### src/hdl/rms_norm_backward_row_macros.svh
// assertion macros for the rms norm backward row block
// used by the top level; expects clk and arst_n in scope
`ifndef RMS_NORM_BACKWARD_ROW_MACROS_SVH
`define RMS_NORM_BACKWARD_ROW_MACROS_SVH

// same-cycle implication, disabled during reset
`define RMSNB_ASSERT_IMPL(lbl, ante, cons, msg) \
	lbl: assert property (@(posedge clk) disable iff (!arst_n) (ante) |-> (cons)) \
		else $error(msg);

// next-cycle implication, disabled during reset
`define RMSNB_ASSERT_NEXT(lbl, ante, cons, msg) \
	lbl: assert property (@(posedge clk) disable iff (!arst_n) (ante) |=> (cons)) \
		else $error(msg);

`endif

### src/hdl/rmsnb_pkg.sv
// shared types, widths and constants of the rms norm backward row block
// no dependencies
package rmsnb_pkg;

	localparam int MAX_ROW_DEF = 64;
	localparam int LEN_W       = 7;
	localparam int EPS_W       = 32;
	localparam int DATA_W      = 16;
	localparam int SUM_W       = 37;
	// signed dot product needs one more bit: a full row of -8.0 * -8.0 reaches +2^36
	localparam int DOT_W       = SUM_W + 1;
	localparam int MS_W        = 33;
	localparam int ROWDEN_W    = LEN_W + MS_W;
	localparam int INV_W       = 31;
	localparam int COEF_W      = 49;
	localparam int CM_W        = 48;
	localparam int CFG_IDX_W   = 1;
	localparam int DIV_W       = 64;
	localparam int DEN_W       = 42;
	localparam int ROOT_W      = 64;
	localparam int GM_W        = 62;
	localparam int PROD_W      = GM_W + INV_W;
	localparam int STEP_W      = 7;
	localparam int DIV_STEPS   = 64;
	localparam int ROOT_STEPS  = 32;
	localparam int MUL_STEPS   = INV_W;
	localparam int ROW_LEN_RST = 64;
	localparam int EPS_RST     = 168;

	localparam logic [DIV_W-1:0]  Q_NUM      = 64'h4000_0000_0000_0000;
	localparam logic [ROOT_W-1:0] ROOT_B0    = 64'h4000_0000_0000_0000;
	localparam logic [CM_W-1:0]   COEF_LIMIT = 48'h8000_0000_0000;

	typedef enum logic [CFG_IDX_W-1:0] {
		REG_ROW_LENGTH = 1'b0,
		REG_EPSILON    = 1'b1
	} cfg_reg_t;

	typedef enum logic [2:0] {
		CS_IDLE,
		CS_MS,
		CS_Q,
		CS_ROOT,
		CS_GM,
		CS_MUL,
		CS_FIN,
		CS_OUT
	} coef_state_t;

	// finished row handed from front to coefficient unit
	typedef struct packed {
		logic [LEN_W-1:0]        len;
		logic [LEN_W-1:0]        n;
		logic [SUM_W-1:0]        sq;
		logic signed [DOT_W-1:0] dot;
	} row_job_t;

	// per-row scale factors handed to the emitter
	typedef struct packed {
		logic [LEN_W-1:0]         n;
		logic [INV_W-1:0]         inv;
		logic signed [COEF_W-1:0] coef;
	} row_coef_t;

endpackage

### src/hdl/rmsnb_if.sv
// valid/ready channels of the rms norm backward row block
// depends on nothing but the handshake convention
interface rmsnb_pair_if;
	logic               valid;
	logic               ready;
	logic signed [15:0] grad_out;
	logic signed [15:0] activation;
	modport source (output valid, output grad_out, output activation, input ready);
	modport sink (input valid, input grad_out, input activation, output ready);
endinterface


### src/hdl/rmsnb_front.sv
// front end: takes pairs, writes the row buffer, accumulates sums, queues the row
// depends on rmsnb_pkg and rmsnb_pair_if
module rmsnb_front import rmsnb_pkg::*; #(
	parameter int MAX_ROW = MAX_ROW_DEF
) (
	input  logic              clk,
	input  logic              arst_n,
	rmsnb_pair_if.sink        pair,
	input  logic [LEN_W-1:0]  row_length,
	input  logic              release_row,
	output logic              wr_en,
	output logic [((MAX_ROW > 1) ? $clog2(MAX_ROW) : 1)-1:0] wr_addr,
	output logic [DATA_W-1:0] wr_grad,
	output logic [DATA_W-1:0] wr_act,
	output row_job_t          job,
	output logic              job_valid,
	input  logic              job_ready
);

	localparam int ADDR_W = (MAX_ROW > 1) ? $clog2(MAX_ROW) : 1;

	logic [LEN_W-1:0]        cnt_q;
	logic [SUM_W-1:0]        sq_q;
	logic signed [DOT_W-1:0] dot_q;
	logic                    hold_q;
	logic                    job_valid_q;
	row_job_t                job_q;

	logic [LEN_W-1:0]        len_c;
	logic [LEN_W-1:0]        cnt_inc;
	logic                    accept;
	logic                    row_end;
	logic signed [31:0]      sq_p;
	logic signed [31:0]      dp_p;
	logic [SUM_W-1:0]        sq_next;
	logic signed [DOT_W-1:0] dot_next;

	// clamp the row length into 1..MAX_ROW
	always_comb begin
		if (row_length == '0) begin
			len_c = LEN_W'(1);
		end else if (row_length > LEN_W'(MAX_ROW)) begin
			len_c = LEN_W'(MAX_ROW);
		end else begin
			len_c = row_length;
		end
	end

	assign pair.ready = !hold_q;
	assign accept     = pair.valid && !hold_q;
	assign cnt_inc    = cnt_q + LEN_W'(1);
	assign row_end    = cnt_inc >= len_c;

	// square and product of this transfer
	assign sq_p     = pair.activation * pair.activation;
	assign dp_p     = pair.grad_out * pair.activation;
	assign sq_next  = sq_q + {{(SUM_W-32){1'b0}}, sq_p};
	assign dot_next = dot_q + {{(DOT_W-32){dp_p[31]}}, dp_p};

	// buffer write
	assign wr_en   = accept;
	assign wr_addr = cnt_q[ADDR_W-1:0];
	assign wr_grad = pair.grad_out;
	assign wr_act  = pair.activation;

	assign job       = job_q;
	assign job_valid = job_valid_q;

	// accumulators and row hold; hold drops when the emitter has drained the row
	always_ff @(posedge clk or negedge arst_n) begin
		if (!arst_n) begin
			cnt_q       <= '0;
			sq_q        <= '0;
			dot_q       <= '0;
			hold_q      <= 1'b0;
			job_valid_q <= 1'b0;
		end else begin
			if (job_valid_q && job_ready) begin
				job_valid_q <= 1'b0;
			end
			if (release_row) begin
				hold_q <= 1'b0;
			end
			if (accept) begin
				if (row_end) begin
					cnt_q       <= '0;
					sq_q        <= '0;
					dot_q       <= '0;
					hold_q      <= 1'b1;
					job_valid_q <= 1'b1;
				end else begin
					cnt_q <= cnt_inc;
					sq_q  <= sq_next;
					dot_q <= dot_next;
				end
			end
		end
	end

	// queued row descriptor
	always_ff @(posedge clk) begin
		if (accept && row_end) begin
			job_q.len <= len_c;
			job_q.n   <= cnt_inc;
			job_q.sq  <= sq_next;
			job_q.dot <= dot_next;
		end
	end

endmodule

### src/flat_wrapper.sv
// flat-port wrapper written by rule: the top's interface ports become plain ports
module rmsnb_front_flat import rmsnb_pkg::*;
#(
	parameter int MAX_ROW = MAX_ROW_DEF
)
  (clk, arst_n, row_length, release_row, wr_en, wr_addr, wr_grad, wr_act, job, job_valid, job_ready, pair_valid, pair_grad_out, pair_activation, pair_ready);
  rmsnb_pair_if pair_i ();
  input  logic clk;
  input  logic arst_n;
  input  logic [LEN_W-1:0] row_length;
  input  logic release_row;
  output logic wr_en;
  output logic [((MAX_ROW > 1) ? $clog2(MAX_ROW) : 1)-1:0] wr_addr;
  output logic [DATA_W-1:0] wr_grad;
  output logic [DATA_W-1:0] wr_act;
  output row_job_t job;
  output logic job_valid;
  input  logic job_ready;
  input wire logic [$bits(pair_i.valid)-1:0] pair_valid;
  input wire logic [$bits(pair_i.grad_out)-1:0] pair_grad_out;
  input wire logic [$bits(pair_i.activation)-1:0] pair_activation;
  output wire logic [$bits(pair_i.ready)-1:0] pair_ready;
  assign pair_i.valid = pair_valid;
  assign pair_i.grad_out = pair_grad_out;
  assign pair_i.activation = pair_activation;
  assign pair_ready = pair_i.ready;
  rmsnb_front #(.MAX_ROW(MAX_ROW)) u_core (.clk(clk), .arst_n(arst_n), .pair(pair_i), .row_length(row_length), .release_row(release_row), .wr_en(wr_en), .wr_addr(wr_addr), .wr_grad(wr_grad), .wr_act(wr_act), .job(job), .job_valid(job_valid), .job_ready(job_ready));
endmodule
### config.mk
export PLATFORM = sky130hd
export DESIGN_NAME = rmsnb_front_flat
export DESIGN_NICKNAME = d
export VERILOG_FILES = /design/src/hdl/rms_norm_backward_row_macros.svh /design/src/hdl/rmsnb_pkg.sv /design/src/hdl/rmsnb_if.sv /design/src/hdl/rmsnb_front.sv /design/src/flat_wrapper.sv
export SDC_FILE = /design/constraint.sdc
export NUM_CORES = 2
export LEC_CHECK = 0
export ABC_AREA = 0
export BUFFER_PORTS_ARGS = -buffer_cell sky130_fd_sc_hd__clkbuf_2
export CAP_MARGIN = 30
export CORE_MARGIN = 3
export CORE_UTILIZATION = 30
export DETAILED_ROUTE_END_ITERATION = 8
export SYNTH_ARGS = -nofsm -noshare
export SYNTH_HDL_FRONTEND = slang
export SYNTH_SLANG_ARGS = --single-unit
### constraint.sdc
create_clock -name clk -period 6.61 [get_ports clk]
set_clock_uncertainty 0.05 [all_clocks]
set_input_delay 0.9915 -clock clk [delete_from_list [all_inputs] [get_ports clk]]
set_output_delay 0.9915 -clock clk [all_outputs]
set_load 0.005 [all_outputs]
# --- Yosys cells after proc, flatten, opt, wreduce, memory -nomap -nowiden ---
# Index checks and enable logic that the tools add are counted.
word_totals:
  reg_bits: 173
  output_inout_bits: 130
  in_bits: 44
  elab_cells: 32
op_classes:
  multipliers: 2
  mux: 11
  reduce_logical: 5
  n_addsub: 3
  n_lt_le_gt_ge: 2
ops:
  columns: ["op", "count"]
  rows:
  - ["16-bit by 16-bit multiplier with 32-bit output", 2]
  - ["38-bit adder", 1]
  - ["38-bit 2-to-1 mux", 1]
  - ["37-bit by 32-bit adder with 37-bit output", 1]
  - ["37-bit 2-to-1 mux", 1]
  - ["7-bit 2-to-1 mux", 3]
  - ["7-bit by 1-bit adder with 7-bit output, second input constant", 1]
  - ["7-bit >= comparator", 1]
  - ["7-bit > comparator, second input constant", 1]
  - ["7-bit logical NOT", 1]
  - ["1-bit 2-to-1 mux", 6]
  - ["1-bit logical AND", 3]
  - ["1-bit logical NOT", 1]

# --- Logic depth before layout (Yosys ltp) ---
depth:
  ltp_word: 6
  ltp_mapped: 36

# --- Least setup slack after synthesis ---
# No wires, ideal clock.
synth_path:
  path_type: "input -> register"
  from: "input pair_activation[2]"
  to: "register u_core.job_q (netlist bit u_core.job[69]) (data pin)"
  slack_ps: -2466
  cell_stages: 32
  arrival_time_ps: 8767
  setup_ps: 259
  n_path_buf: 2
  path_cell_list: "clkbuf_1 > clkbuf_1 > nand2_1 > fa_1 > fa_1 > fa_1 > inv_1 > fa_1 > fa_1 > inv_1 > fa_1 > inv_1 > ha_1 > a21o_1 > or2_2 > a311o_1 > a311o_1 > o211a_1 > o21ai_0 > nor2b_1 > xnor2_1 > ha_1 > a21o_1 > a21o_1 > a21o_1 > a21o_1 > a221o_1 > a31oi_1 > a21oi_1 > o21ai_0 > nand2b_1 > xor2_1"
synth_via:
  elab_chain_cells: 2
synth_rtl:
  columns: ["item", "line_no", "source"]
  rows:
  - ["start, declared", "flat_wrapper.sv:21", "input wire logic [$bits(pair_i.activation)-1:0] pair_activation;"]
  - ["16-bit by 16-bit multiplier with 32-bit output", "rmsnb_front.sv:55", "assign sq_p = pair.activation * pair.activation;"]
  - ["37-bit by 32-bit adder with 37-bit output", "rmsnb_front.sv:57", "assign sq_next = sq_q + {{(SUM_W-32){1'b0}}, sq_p};"]
  - ["named net u_core.sq_next[31]", "rmsnb_front.sv:35", "logic [SUM_W-1:0] sq_next;"]
  - ["end, declared", "rmsnb_front.sv:27", "row_job_t job_q;"]
# The timed path passes the listed nets, and every way through them passes these cells.
# A chain may end at the register's enable or synchronous reset.

# --- Worst setup path after layout ---
layout_path:
  from: "input pair_activation[5]"
  to: "register u_core.job_q (netlist bit u_core.job[73]) (data pin)"
# Same word-level chain as after synthesis.

==> reports/qor.yml <==
status:
  status: "finished, violations left"
  violations: "setup timing"
logic_synthesis:
  yosys.area.top_type: "fa_1"
  netlist_area_sq_um: 28300
  ys.flop_type: "edfxtp_1"
  synth_warnings: 0
  synth_seq_area_share_pct: 16.9
  syn_nets: 3739
  yosysUniqueCellTypes: 67
  synthCells: 2949
  synth_area_leaders: "fa_1 (35%), ha_1 (11%), edfxtp_1 (9.5%)"
  synth_top_area_share_pct: 35.4
  ys_ff_latch: 173
  async_flop_share_pct: 48.6
  synth_edf_count: 89
  syn_area_per_cell_sq_um: 9.58
detailed_routing:
  route.detailed.wl_per_inst_um: 15.8
  drc_errors: 0
  dr.pass1.iters: 5
  viasPerCell: 4.51
  ant_nets: 0
  drtIter0Drc: 1000
  routed_wl_mm: 76.0
  num_vias: 21700
placement:
  portBuffers: 173
  hpwl_mm: 63.8
  gp_congestion: 0.861
  dp.cells: 4760
timing:
  worst_slack_ns: -1.57
  setup_viol: 100
  period_needed_ns: 8.18
  finalHoldViolCount: 0
  slew_violations: 0
  tightest_slew_ns: 0.994
  fmax_ghz: 0.122
  fin_setup_tns_ns: -104.08
  rsz0062_at_grt: "true"
  relSlewSlack_pct: 33.7
  period_share_pct: 124
global_route:
  grt_overflow: 0
  track_usage_pct: 15.8
  grt_max_degree: 74
  antenna_found_initial: 1
  grt_pass1_wl_mm: 123
  grt_pass1_vias: 23400
cells_and_area:
  final_nets: 4360
  nFillCells: 9215
  stdcell_count: 4827
  area_delta_synth_final_pct: 29.1
  post-route-util_pct: 39.4
  drive_gt1_share_pct: 28.2
  multi_input_area_sq_um: 21700
  seq_area_sq_um: 4770
critical_path:
  cp-start-kind: "primary input"
  path_max_fanout: 5
  crit_path_top_delay_cell: "fa_1"
  crit_required_ns: 6.75
  worstSetupEndpointType: "register"
  crit_type: "in -> reg"
  cp_common_cell: "fa_1"
  cpPeakStageDelay_ns: 0.54
  arrival_ns: 8.32
run:
  maxCapViolations: 0
floorplan:
  fp-row-count: 111
  die_width_um: 313
  die_area_sq_um: 97900
  start_util_pct: 30.6
  core_sq_um: 92500
  die_h_um: 313
  ioPinCount: 174
clocking:
  cts-root-buf: "clkbuf_16"
  clockBufferDepth: 2
  clkSlewWorstSetupHoldPaths_ns: 0.07
  clk_latency_ns: 0.45
  cts_sinks: 173
  cts_made_buffers: 17
  cts_tree: "built"
  cts_htree_levels: 4
hold_path:
  hold_class: "in -> async"
## through the flow
step                instance area (sq um)  hold WS (ns)  setup WS (ns)
floorplan                           28900         0.404          -1.83
global placement                    34500         0.418          -2.36
detailed placement                  34500         0.427          -2.44
CTS                                 35900         0.384          -1.59
global route                        36500         0.398          -1.84
finish                              36500         0.397          -1.57
## worst paths after layout
| path | cells after the start | slack, ns | end | from |
|---|---|---|---|---|
| worst max-delay path | 32 | -1.57 | u_core.job[73]$_DFFE_PP_ | pair_activation[5] |
| worst min-delay path | 1 | 0.40 | u_core.dot_q[12]$_DFFE_PN0P_ | arst_n |
| worst max register to register | 11 | 2.97 | u_core.cnt_q[2]$_DFFE_PN0P_ | u_core.cnt_q[0]$_DFFE_PN0P_ |
| worst min register to register | 2 | 0.44 | u_core.dot_q[0]$_DFFE_PN0P_ | u_core.dot_q[0]$_DFFE_PN0P_ |
| max in group asynchronous | 3 | 5.21 | u_core.sq_q[34]$_DFFE_PN0P_ | arst_n |
| min in group clk | 2 | 0.44 | u_core.dot_q[0]$_DFFE_PN0P_ | u_core.dot_q[0]$_DFFE_PN0P_ |
## layout by cell type (no fill, tap or decap), types with 8 or more instances in the layout
cell type  synthesis  final
a21o_1            57     57
a21oi_1          100     70
a21oi_2            1     27
a22o_1            31     31
a31o_2            16     15
and2_1           159    140
and2_4             0     19
and3_1            12      9
buf_12             0     12
buf_4             38    515
buf_6              0     23
clkbuf_16          0     22
clkbuf_2           0    159
dfrtp_1           84     84
edfxtp_1          89     89
fa_1             500    486
fa_2               0     14
ha_1             246    219
ha_2               0     11
ha_4               0     16
inv_1            647    626
inv_2              0     19
nand2_1          331    318
nand2_2            0     11
nand2b_1          23     23
nand3_1           22     18
nor2_1            86     76
nor2b_1           23     22
nor3_1            12      9
o211ai_1           8      8
o21a_1            19     19
o21ai_0           85     53
o21ai_1            4     18
o21ai_2            0     15
o21bai_1          19     19
xnor2_1          104     88
xnor2_2            0     15
xor2_1            39     30
xor2_2             0      8
## synthesized netlist by cell type, drive strengths merged, types with 16 or more instances
| master | instances |
|---|---|
| edfxtp | 89 |
| nor2 | 86 |
| xnor2 | 104 |
| nand2 | 331 |
| buf | 39 |
| nor2b | 23 |
| xor2 | 39 |
| o21ai | 89 |
| dfrtp | 84 |
| a31o | 16 |
| nand2b | 23 |
| a21oi | 101 |
| a21o | 57 |
| a31oi | 17 |
| and2 | 159 |
| nand3 | 22 |
| inv | 647 |
| fa | 500 |
| a22o | 31 |
| o21a | 19 |
| ha | 246 |
| o21bai | 19 |
| clkbuf | 88 |
## kinds of logic (layout without fill, tap and decap cells)
family / after synthesis / after routing / synth area share (%)
mux: 2 / 2 / 0.0753
compound gates: 412 / 412 / 9.69
xor+xnor: 144 / 144 / 4.52
simple gates: 698 / 698 / 11.7
buf+inv: 774 / 1408 / 10.8
fa+ha+maj: 746 / 746 / 46.3
flops: 173 / 173 / 16.9
other cells: 0 / 1 / 0
## layout make-up
cell class              count  share of cell area (%)
well taps                1243                    4.26
repair buffers            729                    15.1
multi-input cells        2002                    59.4
inverters                 647                    6.67
diodes                      1                 0.00686
clock buffers              19                    1.24
flip-flops and latches    173                    13.1
clock inverters            13                   0.281
## flip-flops by register name (all words and copies together) (netlist names)
signal and cells:
u_core.cnt_q 7, u_core.dot_q 38, u_core.hold_q 1, u_core.job 89, u_core.job_valid 1, u_core.sq_q 37
## critical path: cells and delay by family
family | cells | cell delay [ns]
fa+ha+maj | 8 | 3.53
compound gates | 13 | 2.66
simple gates | 4 | 0.64
xor+xnor | 2 | 0.19
buf+inv | 5 | 0.32
## repair_timing
item                       4_1_cts  5_1_grt
setup buffers                   22       14
cloned                           1        1
gates resized for setup        126      110
setup endpoints to repair      106      105
hold buffers                     0        0
pin swaps                       71       42
## per-layer routing
metal	GRT usage, %	routed length (um)	up-vias
li1	-	-	10400
met1	19.9	31700	11000
met2	29.1	40700	277
met3	1.78	2360	64
met4	2.84	1270	0
met5	0	0	-
Power is not shown: default switching activity piles up to over one toggle a cycle in this logic, so the estimate is an artifact.
