--- src/hdl/rms_norm_backward_row_macros.svh ---
// assertion macros for the rms norm backward row block
// used by the top level; expects clk and arst_n in scope
`ifndef RMS_NORM_BACKWARD_ROW_MACROS_SVH
`define RMS_NORM_BACKWARD_ROW_MACROS_SVH

// same-cycle implication, disabled during reset
`define RMSNB_ASSERT_IMPL(lbl, ante, cons, msg) \
	lbl: assert property (@(posedge clk) disable iff (!arst_n) (ante) |-> (cons)) \
		else $error(msg);

// next-cycle implication, disabled during reset
`define RMSNB_ASSERT_NEXT(lbl, ante, cons, msg) \
	lbl: assert property (@(posedge clk) disable iff (!arst_n) (ante) |=> (cons)) \
		else $error(msg);

`endif

--- src/hdl/rmsnb_pkg.sv ---
// shared types, widths and constants of the rms norm backward row block
// no dependencies
package rmsnb_pkg;

	localparam int MAX_ROW_DEF = 64;
	localparam int LEN_W       = 7;
	localparam int EPS_W       = 32;
	localparam int DATA_W      = 16;
	localparam int SUM_W       = 37;
	// signed dot product needs one more bit: a full row of -8.0 * -8.0 reaches +2^36
	localparam int DOT_W       = SUM_W + 1;
	localparam int MS_W        = 33;
	localparam int ROWDEN_W    = LEN_W + MS_W;
	localparam int INV_W       = 31;
	localparam int COEF_W      = 49;
	localparam int CM_W        = 48;
	localparam int CFG_IDX_W   = 1;
	localparam int DIV_W       = 64;
	localparam int DEN_W       = 42;
	localparam int ROOT_W      = 64;
	localparam int GM_W        = 62;
	localparam int PROD_W      = GM_W + INV_W;
	localparam int STEP_W      = 7;
	localparam int DIV_STEPS   = 64;
	localparam int ROOT_STEPS  = 32;
	localparam int MUL_STEPS   = INV_W;
	localparam int ROW_LEN_RST = 64;
	localparam int EPS_RST     = 168;

	localparam logic [DIV_W-1:0]  Q_NUM      = 64'h4000_0000_0000_0000;
	localparam logic [ROOT_W-1:0] ROOT_B0    = 64'h4000_0000_0000_0000;
	localparam logic [CM_W-1:0]   COEF_LIMIT = 48'h8000_0000_0000;

	typedef enum logic [CFG_IDX_W-1:0] {
		REG_ROW_LENGTH = 1'b0,
		REG_EPSILON    = 1'b1
	} cfg_reg_t;

	typedef enum logic [2:0] {
		CS_IDLE,
		CS_MS,
		CS_Q,
		CS_ROOT,
		CS_GM,
		CS_MUL,
		CS_FIN,
		CS_OUT
	} coef_state_t;

	// finished row handed from front to coefficient unit
	typedef struct packed {
		logic [LEN_W-1:0]        len;
		logic [LEN_W-1:0]        n;
		logic [SUM_W-1:0]        sq;
		logic signed [DOT_W-1:0] dot;
	} row_job_t;

	// per-row scale factors handed to the emitter
	typedef struct packed {
		logic [LEN_W-1:0]         n;
		logic [INV_W-1:0]         inv;
		logic signed [COEF_W-1:0] coef;
	} row_coef_t;

endpackage

--- src/hdl/rmsnb_coef.sv ---
// coefficient unit: shared restoring divider, bit-pair square root, shift-add multiplier
// depends on rmsnb_pkg
module rmsnb_coef import rmsnb_pkg::*; (
	input  logic             clk,
	input  logic             arst_n,
	input  logic [EPS_W-1:0] epsilon,
	input  row_job_t         job,
	input  logic             job_valid,
	output logic             job_ready,
	output row_coef_t        res,
	output logic             res_valid,
	input  logic             res_ready
);

	coef_state_t state_q, state_d;
	logic [STEP_W-1:0] step_q;

	row_job_t                 job_q;
	logic [MS_W-1:0]          ms_q;
	logic [ROWDEN_W-1:0]      den_row_q;
	logic [DIV_W-1:0]         num_q;
	logic [DEN_W-1:0]         den_q;
	logic [DEN_W-1:0]         rem_q;
	logic [ROOT_W-1:0]        v_q;
	logic [ROOT_W-1:0]        r_q;
	logic [ROOT_W-1:0]        b_q;
	logic [INV_W-1:0]         inv_q;
	logic [PROD_W-1:0]        acc_q;
	logic [PROD_W-1:0]        mc_q;
	logic [INV_W-1:0]         mp_q;
	logic signed [COEF_W-1:0] coef_q;

	logic [DEN_W:0]    rem_sh;
	logic              div_ge;
	logic [DEN_W-1:0]  rem_nx;
	logic [DIV_W-1:0]  num_nx;
	logic [ROOT_W-1:0] rb;
	logic              root_ge;
	logic [MS_W:0]     ms_sum;
	logic [MS_W-1:0]   ms_c;
	logic [SUM_W-1:0]  dot_mag;
	logic [DIV_W-1:0]  gm_num;
	logic [PROD_W-24:0] cm_full;
	logic              p_ovf;
	logic [CM_W-1:0]   cm;
	logic              step0;

	// state register and step counter
	always_ff @(posedge clk or negedge arst_n) begin
		if (!arst_n) begin
			state_q <= CS_IDLE;
			step_q  <= '0;
		end else begin
			state_q <= state_d;
			step_q  <= (state_d != state_q) ? '0 : step_q + STEP_W'(1);
		end
	end

	// next state and handshakes
	always_comb begin
		state_d   = state_q;
		job_ready = 1'b0;
		res_valid = 1'b0;
		case (state_q)
			CS_IDLE: begin
				job_ready = 1'b1;
				if (job_valid) state_d = CS_MS;
			end
			CS_MS: begin
				if (step_q == STEP_W'(DIV_STEPS)) state_d = CS_Q;
			end
			CS_Q: begin
				if (step_q == STEP_W'(DIV_STEPS)) state_d = CS_ROOT;
			end
			CS_ROOT: begin
				if (step_q == STEP_W'(ROOT_STEPS)) state_d = CS_GM;
			end
			CS_GM: begin
				if (step_q == STEP_W'(DIV_STEPS)) state_d = CS_MUL;
			end
			CS_MUL: begin
				if (step_q == STEP_W'(MUL_STEPS)) state_d = CS_FIN;
			end
			CS_FIN: begin
				state_d = CS_OUT;
			end
			CS_OUT: begin
				res_valid = 1'b1;
				if (res_ready) state_d = CS_IDLE;
			end
			default: begin
				state_d = CS_IDLE;
			end
		endcase
	end

	// one divider step: shift in a numerator bit, subtract when it fits
	assign rem_sh = {rem_q, num_q[DIV_W-1]};
	assign div_ge = rem_sh >= {1'b0, den_q};
	assign rem_nx = div_ge ? DEN_W'(rem_sh - {1'b0, den_q}) : rem_sh[DEN_W-1:0];
	assign num_nx = {num_q[DIV_W-2:0], div_ge};

	// one square root step
	assign rb      = r_q + b_q;
	assign root_ge = v_q >= rb;

	// mean square plus epsilon, zero taken as one lsb
	assign ms_sum = (MS_W+1)'(num_q[MS_W-1:0]) + (MS_W+1)'(epsilon);
	assign ms_c   = (ms_sum[MS_W-1:0] == '0) ? MS_W'(1) : ms_sum[MS_W-1:0];

	// rounded numerator for dot / (len * ms)
	assign dot_mag = job_q.dot[DOT_W-1] ? SUM_W'(-job_q.dot) : SUM_W'(job_q.dot);
	assign gm_num  = DIV_W'({dot_mag, 25'b0}) + DIV_W'(den_row_q);

	// rounded coefficient magnitude, clipped if the product passes 64 bits or COEF_LIMIT
	assign cm_full = (PROD_W-23)'(acc_q[PROD_W-1:24]) + (PROD_W-23)'(acc_q[23]);
	assign p_ovf   = |acc_q[PROD_W-1:DIV_W];
	assign cm      = (p_ovf || cm_full > (PROD_W-23)'(COEF_LIMIT)) ? COEF_LIMIT
		: cm_full[CM_W-1:0];

	assign step0 = step_q == '0;

	// datapath: step zero of each phase loads operands, later steps iterate
	always_ff @(posedge clk) begin
		case (state_q)
			CS_IDLE: begin
				if (job_valid) job_q <= job;
			end
			CS_MS: begin
				if (step0) begin
					num_q <= DIV_W'({job_q.sq, 1'b0}) + DIV_W'(job_q.len);
					den_q <= DEN_W'({job_q.len, 1'b0});
					rem_q <= '0;
				end else begin
					num_q <= num_nx;
					rem_q <= rem_nx;
				end
			end
			CS_Q: begin
				if (step0) begin
					ms_q  <= ms_c;
					num_q <= Q_NUM;
					den_q <= DEN_W'(ms_c);
					rem_q <= '0;
				end else begin
					num_q <= num_nx;
					rem_q <= rem_nx;
				end
			end
			CS_ROOT: begin
				den_row_q <= job_q.len * ms_q;
				if (step0) begin
					v_q <= num_q;
					r_q <= '0;
					b_q <= ROOT_B0;
				end else begin
					if (root_ge) begin
						v_q <= v_q - rb;
						r_q <= (r_q >> 1) + b_q;
					end else begin
						r_q <= r_q >> 1;
					end
					b_q <= b_q >> 2;
				end
			end
			CS_GM: begin
				if (step0) begin
					inv_q <= INV_W'((r_q + ROOT_W'(1)) >> 1);
					num_q <= gm_num;
					den_q <= DEN_W'({den_row_q, 1'b0});
					rem_q <= '0;
				end else begin
					num_q <= num_nx;
					rem_q <= rem_nx;
				end
			end
			CS_MUL: begin
				if (step0) begin
					mc_q  <= PROD_W'(num_q[GM_W-1:0]);
					mp_q  <= inv_q;
					acc_q <= '0;
				end else begin
					if (mp_q[0]) acc_q <= acc_q + mc_q;
					mc_q <= mc_q << 1;
					mp_q <= mp_q >> 1;
				end
			end
			CS_FIN: begin
				coef_q <= job_q.dot[DOT_W-1] ? -$signed(COEF_W'(cm)) : $signed(COEF_W'(cm));
			end
			default: begin
			end
		endcase
	end

	assign res.n    = job_q.n;
	assign res.inv  = inv_q;
	assign res.coef = coef_q;

endmodule

--- config.mk ---
export PLATFORM = sky130hd
export DESIGN_NAME = rmsnb_coef
export DESIGN_NICKNAME = d
export VERILOG_FILES = /design/src/hdl/rms_norm_backward_row_macros.svh /design/src/hdl/rmsnb_pkg.sv /design/src/hdl/rmsnb_coef.sv
export SDC_FILE = /design/constraint.sdc
export NUM_CORES = 2
export LEC_CHECK = 0
export BUFFER_PORTS_ARGS = -buffer_cell sky130_fd_sc_hd__buf_2
export CORE_MARGIN = 2
export CORE_UTILIZATION = 44
export CTS_CLUSTER_SIZE = 16
export DETAILED_ROUTE_END_ITERATION = 10
export PLACE_DENSITY = 0.56
export SYNTH_ARGS = -nofsm -noshare
export SYNTH_HDL_FRONTEND = slang
export SYNTH_SLANG_ARGS = --single-unit
export TNS_END_PERCENT = 10
--- constraint.sdc ---
create_clock -name clk -period 30.7 [get_ports clk]
set_input_delay 1.535 -clock clk [delete_from_list [all_inputs] [get_ports clk]]
set_output_delay 1.535 -clock clk [all_outputs]
set_load 0.005 [all_outputs]
Word level (Yosys, flattened, before mapping)
Cells that the tools add are included.
Storage, ports and cells
  register bits: 809
  output and inout bits: 89
  input port bits: 125
  logic and storage cells: 104
Cells by class
  reduce and logical (&&, ||, !) cells: 16
  multiply operators: 1
  equal/unequal tests: 14
  add/subtract/negate cells: 13
  multiplexer cells: 31
  bitwise operators: 1
  magnitude comparators: 3
Operator list (number)
  64-bit 2-to-1 mux: 5
  64-bit case mux with 3 select lines: 1
  42-bit 2-to-1 mux: 4
  63-bit 2-to-1 mux: 2
  42-bit case mux with 3 select lines: 1
  48-bit 2-to-1 mux: 2
  93-bit adder: 1
  93-bit 2-to-1 mux: 1
  69-bit by 1-bit adder with 70-bit output: 1
  70-bit by 48-bit > comparator with 1-bit output, second input constant: 1
  63-bit by 64-bit adder with 64-bit output: 1
  64-bit adder: 1
  64-bit >= comparator: 1
  64-bit subtractor: 1
  62-bit by 40-bit adder with 63-bit output: 1
  62-bit 2-to-1 mux: 1
  48-bit negator with 49-bit output: 1
  43-bit by 42-bit >= comparator with 1-bit output: 1
  42-bit subtractor: 1
  7-bit by 33-bit multiplier with 40-bit output: 1
  38-bit by 7-bit adder with 39-bit output: 1
  37-bit 2-to-1 mux: 1
  37-bit negator: 1
  33-bit by 32-bit adder with 33-bit output: 1
  other kinds (28): 46

Logic depth before layout (Yosys ltp)
  depth after elaboration: 6
  mapped depth: 27
  depth with buffers taken out: 25

Worst setup path after synthesis
No wires, ideal clock.
  path type: register to register
  start: register state_q[2]
  end: register acc_q[0] (enable)
  stages on the path, launching flop included: 5
  arrival time: 12.514 ns
  path slack: 17.727 ns
  library setup time: 0.459 ns
  required time: 30.241 ns
  period minus slack after synthesis: 12.973 ns
  path buffers: 2
  path through: dfrtp_1 > clkbuf_1 > clkbuf_1 > nor3b_1 > o21a_1
Between the ends
  longest elaborated chain between the ends: 2
RTL lines
  start: declaration: RTL line rmsnb_coef.sv:15  | coef_state_t state_q, state_d;
  start signal: assignment: RTL line rmsnb_coef.sv:54  | state_q <= state_d;
  3-bit equality test: RTL line rmsnb_coef.sv:125  | case (state_q)
  2-bit AND reduction (no source line)
  end signal: assignment: RTL line rmsnb_coef.sv:183  | if (mp_q[0]) acc_q <= acc_q + mc_q;
  end: declaration: RTL line rmsnb_coef.sv:28  | logic [PROD_W-1:0] acc_q;
Every way passes these cells.
A chain may end at the register's enable or synchronous reset.

Worst setup path after layout
  start: register r_q[8]
  end: register v_q[58] (enable)
Between the ends
  longest elaborated chain between the ends: 4
RTL lines
  start: declaration: RTL line rmsnb_coef.sv:25  | logic [ROOT_W-1:0] r_q;
  start signal: assignment: RTL line rmsnb_coef.sv:159  | r_q <= (r_q >> 1) + b_q;
  start signal: assignment: RTL line rmsnb_coef.sv:161  | r_q <= r_q >> 1;
  64-bit adder: RTL line rmsnb_coef.sv:104  | assign rb = r_q + b_q;
  64-bit >= comparator: RTL line rmsnb_coef.sv:105  | assign root_ge = v_q >= rb;
  2-bit nonzero test (no source line)
  2-bit AND reduction (no source line)
  end signal: assignment: RTL line rmsnb_coef.sv:153  | v_q <= num_q;
  end signal: assignment: RTL line rmsnb_coef.sv:158  | v_q <= v_q - rb;
  end: declaration: RTL line rmsnb_coef.sv:24  | logic [ROOT_W-1:0] v_q;
Every way passes these cells.

==> run summary <==
The flow ran to the end, and the final reports show no timing, DRC or antenna violations. The transition at the pin with the smallest max-transition slack was 1.210 ns. Via count of the first global-routing pass: 46.92k. By count the netlist is led by edfxtp_1 (766), nand2_1 (766), nor2_1 (562), a21oi_1 (384), ha_1 (381). After the last flow step, the layout net total stands at 7,098. Hold repair after CTS inserted 0 buffers. 214 I/O pins were placed. The final critical path time including I/O delays and setup was 7.868 ns; the initial cell density of the core was 0.4428. For this run, design rule violations remaining after detail routing come to 0. Summing over every cut layer, the via total after detailed routing is 47.70k. The multi-input combinational cells in the finished layout cover a total of 34,310 um^2. The number of fill cells in the layout was 12.94k; the clock-pin slew on the worst setup and hold paths was 0.06 ns.

The number of slew-limit violations in the final report came out at 0. The floorplan die area is 139,300 um^2. The utilization of the core after routing was 0.4853. Synthesis produced a netlist with a net count of 7,049.

Setup repair after global routing left no endpoint under its margin. The worst setup path is of the reg -> reg kind. Total detailed-routing wirelength: 175,700 um. The floorplan step defined a core boundary enclosing 135,500 um^2. Synthesis produced a netlist whose cell count is 6,383.

The share of layout cells above drive strength 1 is 0.07679. In this run the deepest clock path goes through 3 buffers. TritonCTS built the clock tree.

The type of the tightest min-delay check was reg -> reg. The area of all sequential standard cells came out at 23,250 um^2. The total negative setup slack is 0 ns, and the post-synthesis sequential area ratio is 0.3876. A synthesized cell averages 9.398 um^2. The share of synthesized area spent on multiplexers is 0.009240, and the number of buffers created by CTS is 96.

For this run the aggregate overflow at the end of global routing stands at 0. The H-tree depth reported by CTS came out at 3. Synthesized flop and latch total: 776.

The floorplan has 135 rows. Of all nets on the critical path, the largest fanout is 64. The tools report the total track usage as 0.2485. The tools report the initial antenna violation count as 7. The tools report the number of synthesis warnings as 0.

Data on the critical path arrives at its endpoint at 8.18 ns. The number of antenna-violating nets in the routed design is 0. The overall die height was 373.2 um. For the worst relative slew slack, the log shows 0.1915. The number of cells on the worst reg-to-reg path is 21.

Largest family of logic cells by synthesized area: simple AND/OR/NAND/NOR gates. The share of flip-flops with an asynchronous set or reset after synthesis was 0.01289. In this run the power density over the cells is 36.10 nW/um^2. Instance count along the most critical hold path: 1.

After synthesis the cells add up to 59,990 um^2. The top-area cell type share of the netlist area is 0.3834, and the clock tree skew after final layout is 0.03173 ns. Setup violations remaining at the end of the flow were counted as 0.

The tools report the worst path required time as 31.01 ns. Final weighted congestion of routability-driven global placement: 0.9328. Fraction of synthesized cell area in xor and xnor cells: 0.08147. The number of antenna diodes in the final layout is 0.

The worst-case vdd ir drop came out at 39.86 uV. The port buffer count works out to 213. The worst setup path is captured at a flip-flop. The reported leakage power was 26.11 nW. The first global-routing pass estimated 274,500 um of wire.

The share of the synthesized area in compound gates (AO/OA/AOI/OAI) is 0.1649, and the post-synthesis to final-layout area growth is 9.584%. The logs give 6 for the number of iterations in the first detailed-routing pass and 0.1271 GHz for the peak clock frequency supported by timing. The final hold violation count was 0; the DRC marker count from the first detailed-route iteration was 3,705. The cell taking the most area after synthesis was edfxtp_1. The post-synthesis share of cell area spent on and, or, nand and nor gates came out at 0.1817. Entering global routing, the biggest net connects 178 pins.

The buffers inserted during post-CTS setup optimization was 0; the mean number of vias per cell was 5.752. The floorplan step set the die width to 373.2 um. The run gives 133,500 um as the detailed-placement wirelength estimate.

For the worst-skew pair, the clock arrives at the later sink with an insertion delay of 0.72 ns. The tree is rooted in a clkbuf_16. After detailed routing, the average wire length per cell comes to 21.19 um. Max-cap violations in this run came to 0. Ranked by total cell area, the synthesized netlist is headed by edfxtp_1 (38%), ha_1 (7.9%), fa_1 (5.3%).

The nature of the critical path startpoint is a flip-flop. The final worst-path cycle share came out at 0.2563. Yosys mapped the design onto 106 distinct sky130hd cell types. The most used flip-flop cell after synthesis is edfxtp_1.

The adder-cell area share of the yosys netlist is 0.1330, and the number of synthesized flops with an enable pin is 766. Post-CTS repair changed the size of 0 cells. The tools report the number of clock sinks as 776.
-- worst paths after layout --
check | slack [ns] | from | end
setup reg to reg | 22.83 | r_q[8] | v_q[58]
setup / recovery | 22.83 | r_q[8] | v_q[58]
hold / removal | 0.49 | step_q[0] | step_q[0]
max in group asynchronous | 29.82 | arst_n | state_q[0]
hold reg to reg | 0.49 | step_q[0] | step_q[0]
min in group asynchronous | 0.69 | arst_n | step_q[6]
-- per-stage QoR --
step / power (W) / setup slack (ns) / cells / hold slack [ns] / cell area [um^2]
floorplan: 0.001187 / 17.73 / 6383 / 0.4473 / 59990
global placement: 0.001204 / 23.11 / 8115 / 0.4653 / 62500
detailed placement: 0.001204 / 22.97 / 8115 / 0.4711 / 62500
CTS: 0.002400 / 22.93 / 8292 / 0.4805 / 65740
global route: 0.002438 / 22.19 / 8292 / 0.5194 / 65740
finish: 0.002373 / 22.83 / 8292 / 0.4868 / 65740
-- cells in the final DEF (no fill, tap or decap), types with 22 or more instances in the layout --
cell type	synthesis	final
nand4_1	127	127
a21oi_1	384	384
a211oi_1	74	74
xor2_1	238	238
nand2_1	766	766
o21ai_0	345	345
edfxtp_1	766	766
or3_1	39	38
o211ai_1	24	24
mux2i_1	52	52
and2_1	248	246
clkinv_1	2	22
a221oi_1	34	34
nand3_1	129	129
nor3_1	95	95
buf_2	14	213
nor2_1	562	557
clkbuf_16	0	96
a31oi_1	104	103
a22o_1	42	42
nand2b_1	44	44
and4_1	30	30
and3_1	63	62
buf_4	13	36
o31ai_1	44	44
nor4_1	33	33
or2_2	22	22
inv_1	351	350
a21o_1	154	154
ha_1	381	381
o21bai_1	72	72
o21a_1	41	40
xnor2_1	320	320
nor2b_1	42	42
a31o_2	23	23
fa_1	160	160
-- area by class of cell --
| class | count | share of cell area |
|---|---|---|
| multi-input combinational | 4954 | 0.5219 |
| sequential | 776 | 0.3537 |
| clock buffer | 110 | 0.03734 |
| tap | 1781 | 0.03390 |
| timing repair buffer | 251 | 0.02094 |
| inverter | 353 | 0.02027 |
| clock inverter | 67 | 0.01190 |
-- sequential cells by signal, indices dropped and copies added, names as in the netlist, 32 cells and up --
name	flops
r_q	64
job_q	82
coef_q	49
v_q	64
acc_q	93
den_q	41
b_q	32
rem_q	42
den_row_q	40
ms_q	33
mc_q	93
num_q	64
-- layer usage --
layer / vias to the layer above / share of wire / track usage
met5: - / 0 / 0
met4: 0 / 0.030 / 0.07081
met3: 258 / 0.051 / 0.03613
met2: 1248 / 0.48 / 0.4233
met1: 23100 / 0.44 / 0.3285
li1: 23090 / - / -
-- power by group --
| part | total (W) | switching (W) | internal [W] |
|---|---|---|---|
| clock | 0.00119 | 0.000482 | 0.000709 |
| sequential | 0.00115 | 0 | 0.00115 |
| combinational | 0.0000333 | 0.0000201 | 0.0000132 |
| total | 0.00237 | 0.000502 | 0.00187 |
-- kinds of logic (layout without fill, tap and decap cells) --
| family | after synthesis | after routing |
|---|---|---|
| AOI/OAI and AO/OA | 1526 | 1526 |
| xor gates and xnor gates | 558 | 558 |
| adders and majority gates | 542 | 542 |
| buffers and inverters | 653 | 781 |
| DFF | 776 | 776 |
| muxes | 55 | 55 |
| and+or+nand+nor | 2273 | 2273 |
-- critical path, stage by stage, from the launching register on --
cell       delay [ns]
edfxtp_1         0.55
ha_1             0.38
and2_1           0.16
nand3_1          0.10
o41ai_1          0.82
a21oi_1          0.26
o211a_1          0.35
a21oi_1          0.36
a2111oi_0        0.26
or2_2            0.38
o21ai_0          0.28
a31oi_1          0.14
xor2_1           0.16
ha_1             0.42
nand3_1          0.20
nor2_1           0.26
nand2_1          0.13
or4_1            0.51
o31a_1           0.31
a31o_2           0.42
a21boi_4         0.20
buf_4            0.73
(Power assumes the default switching activity.)
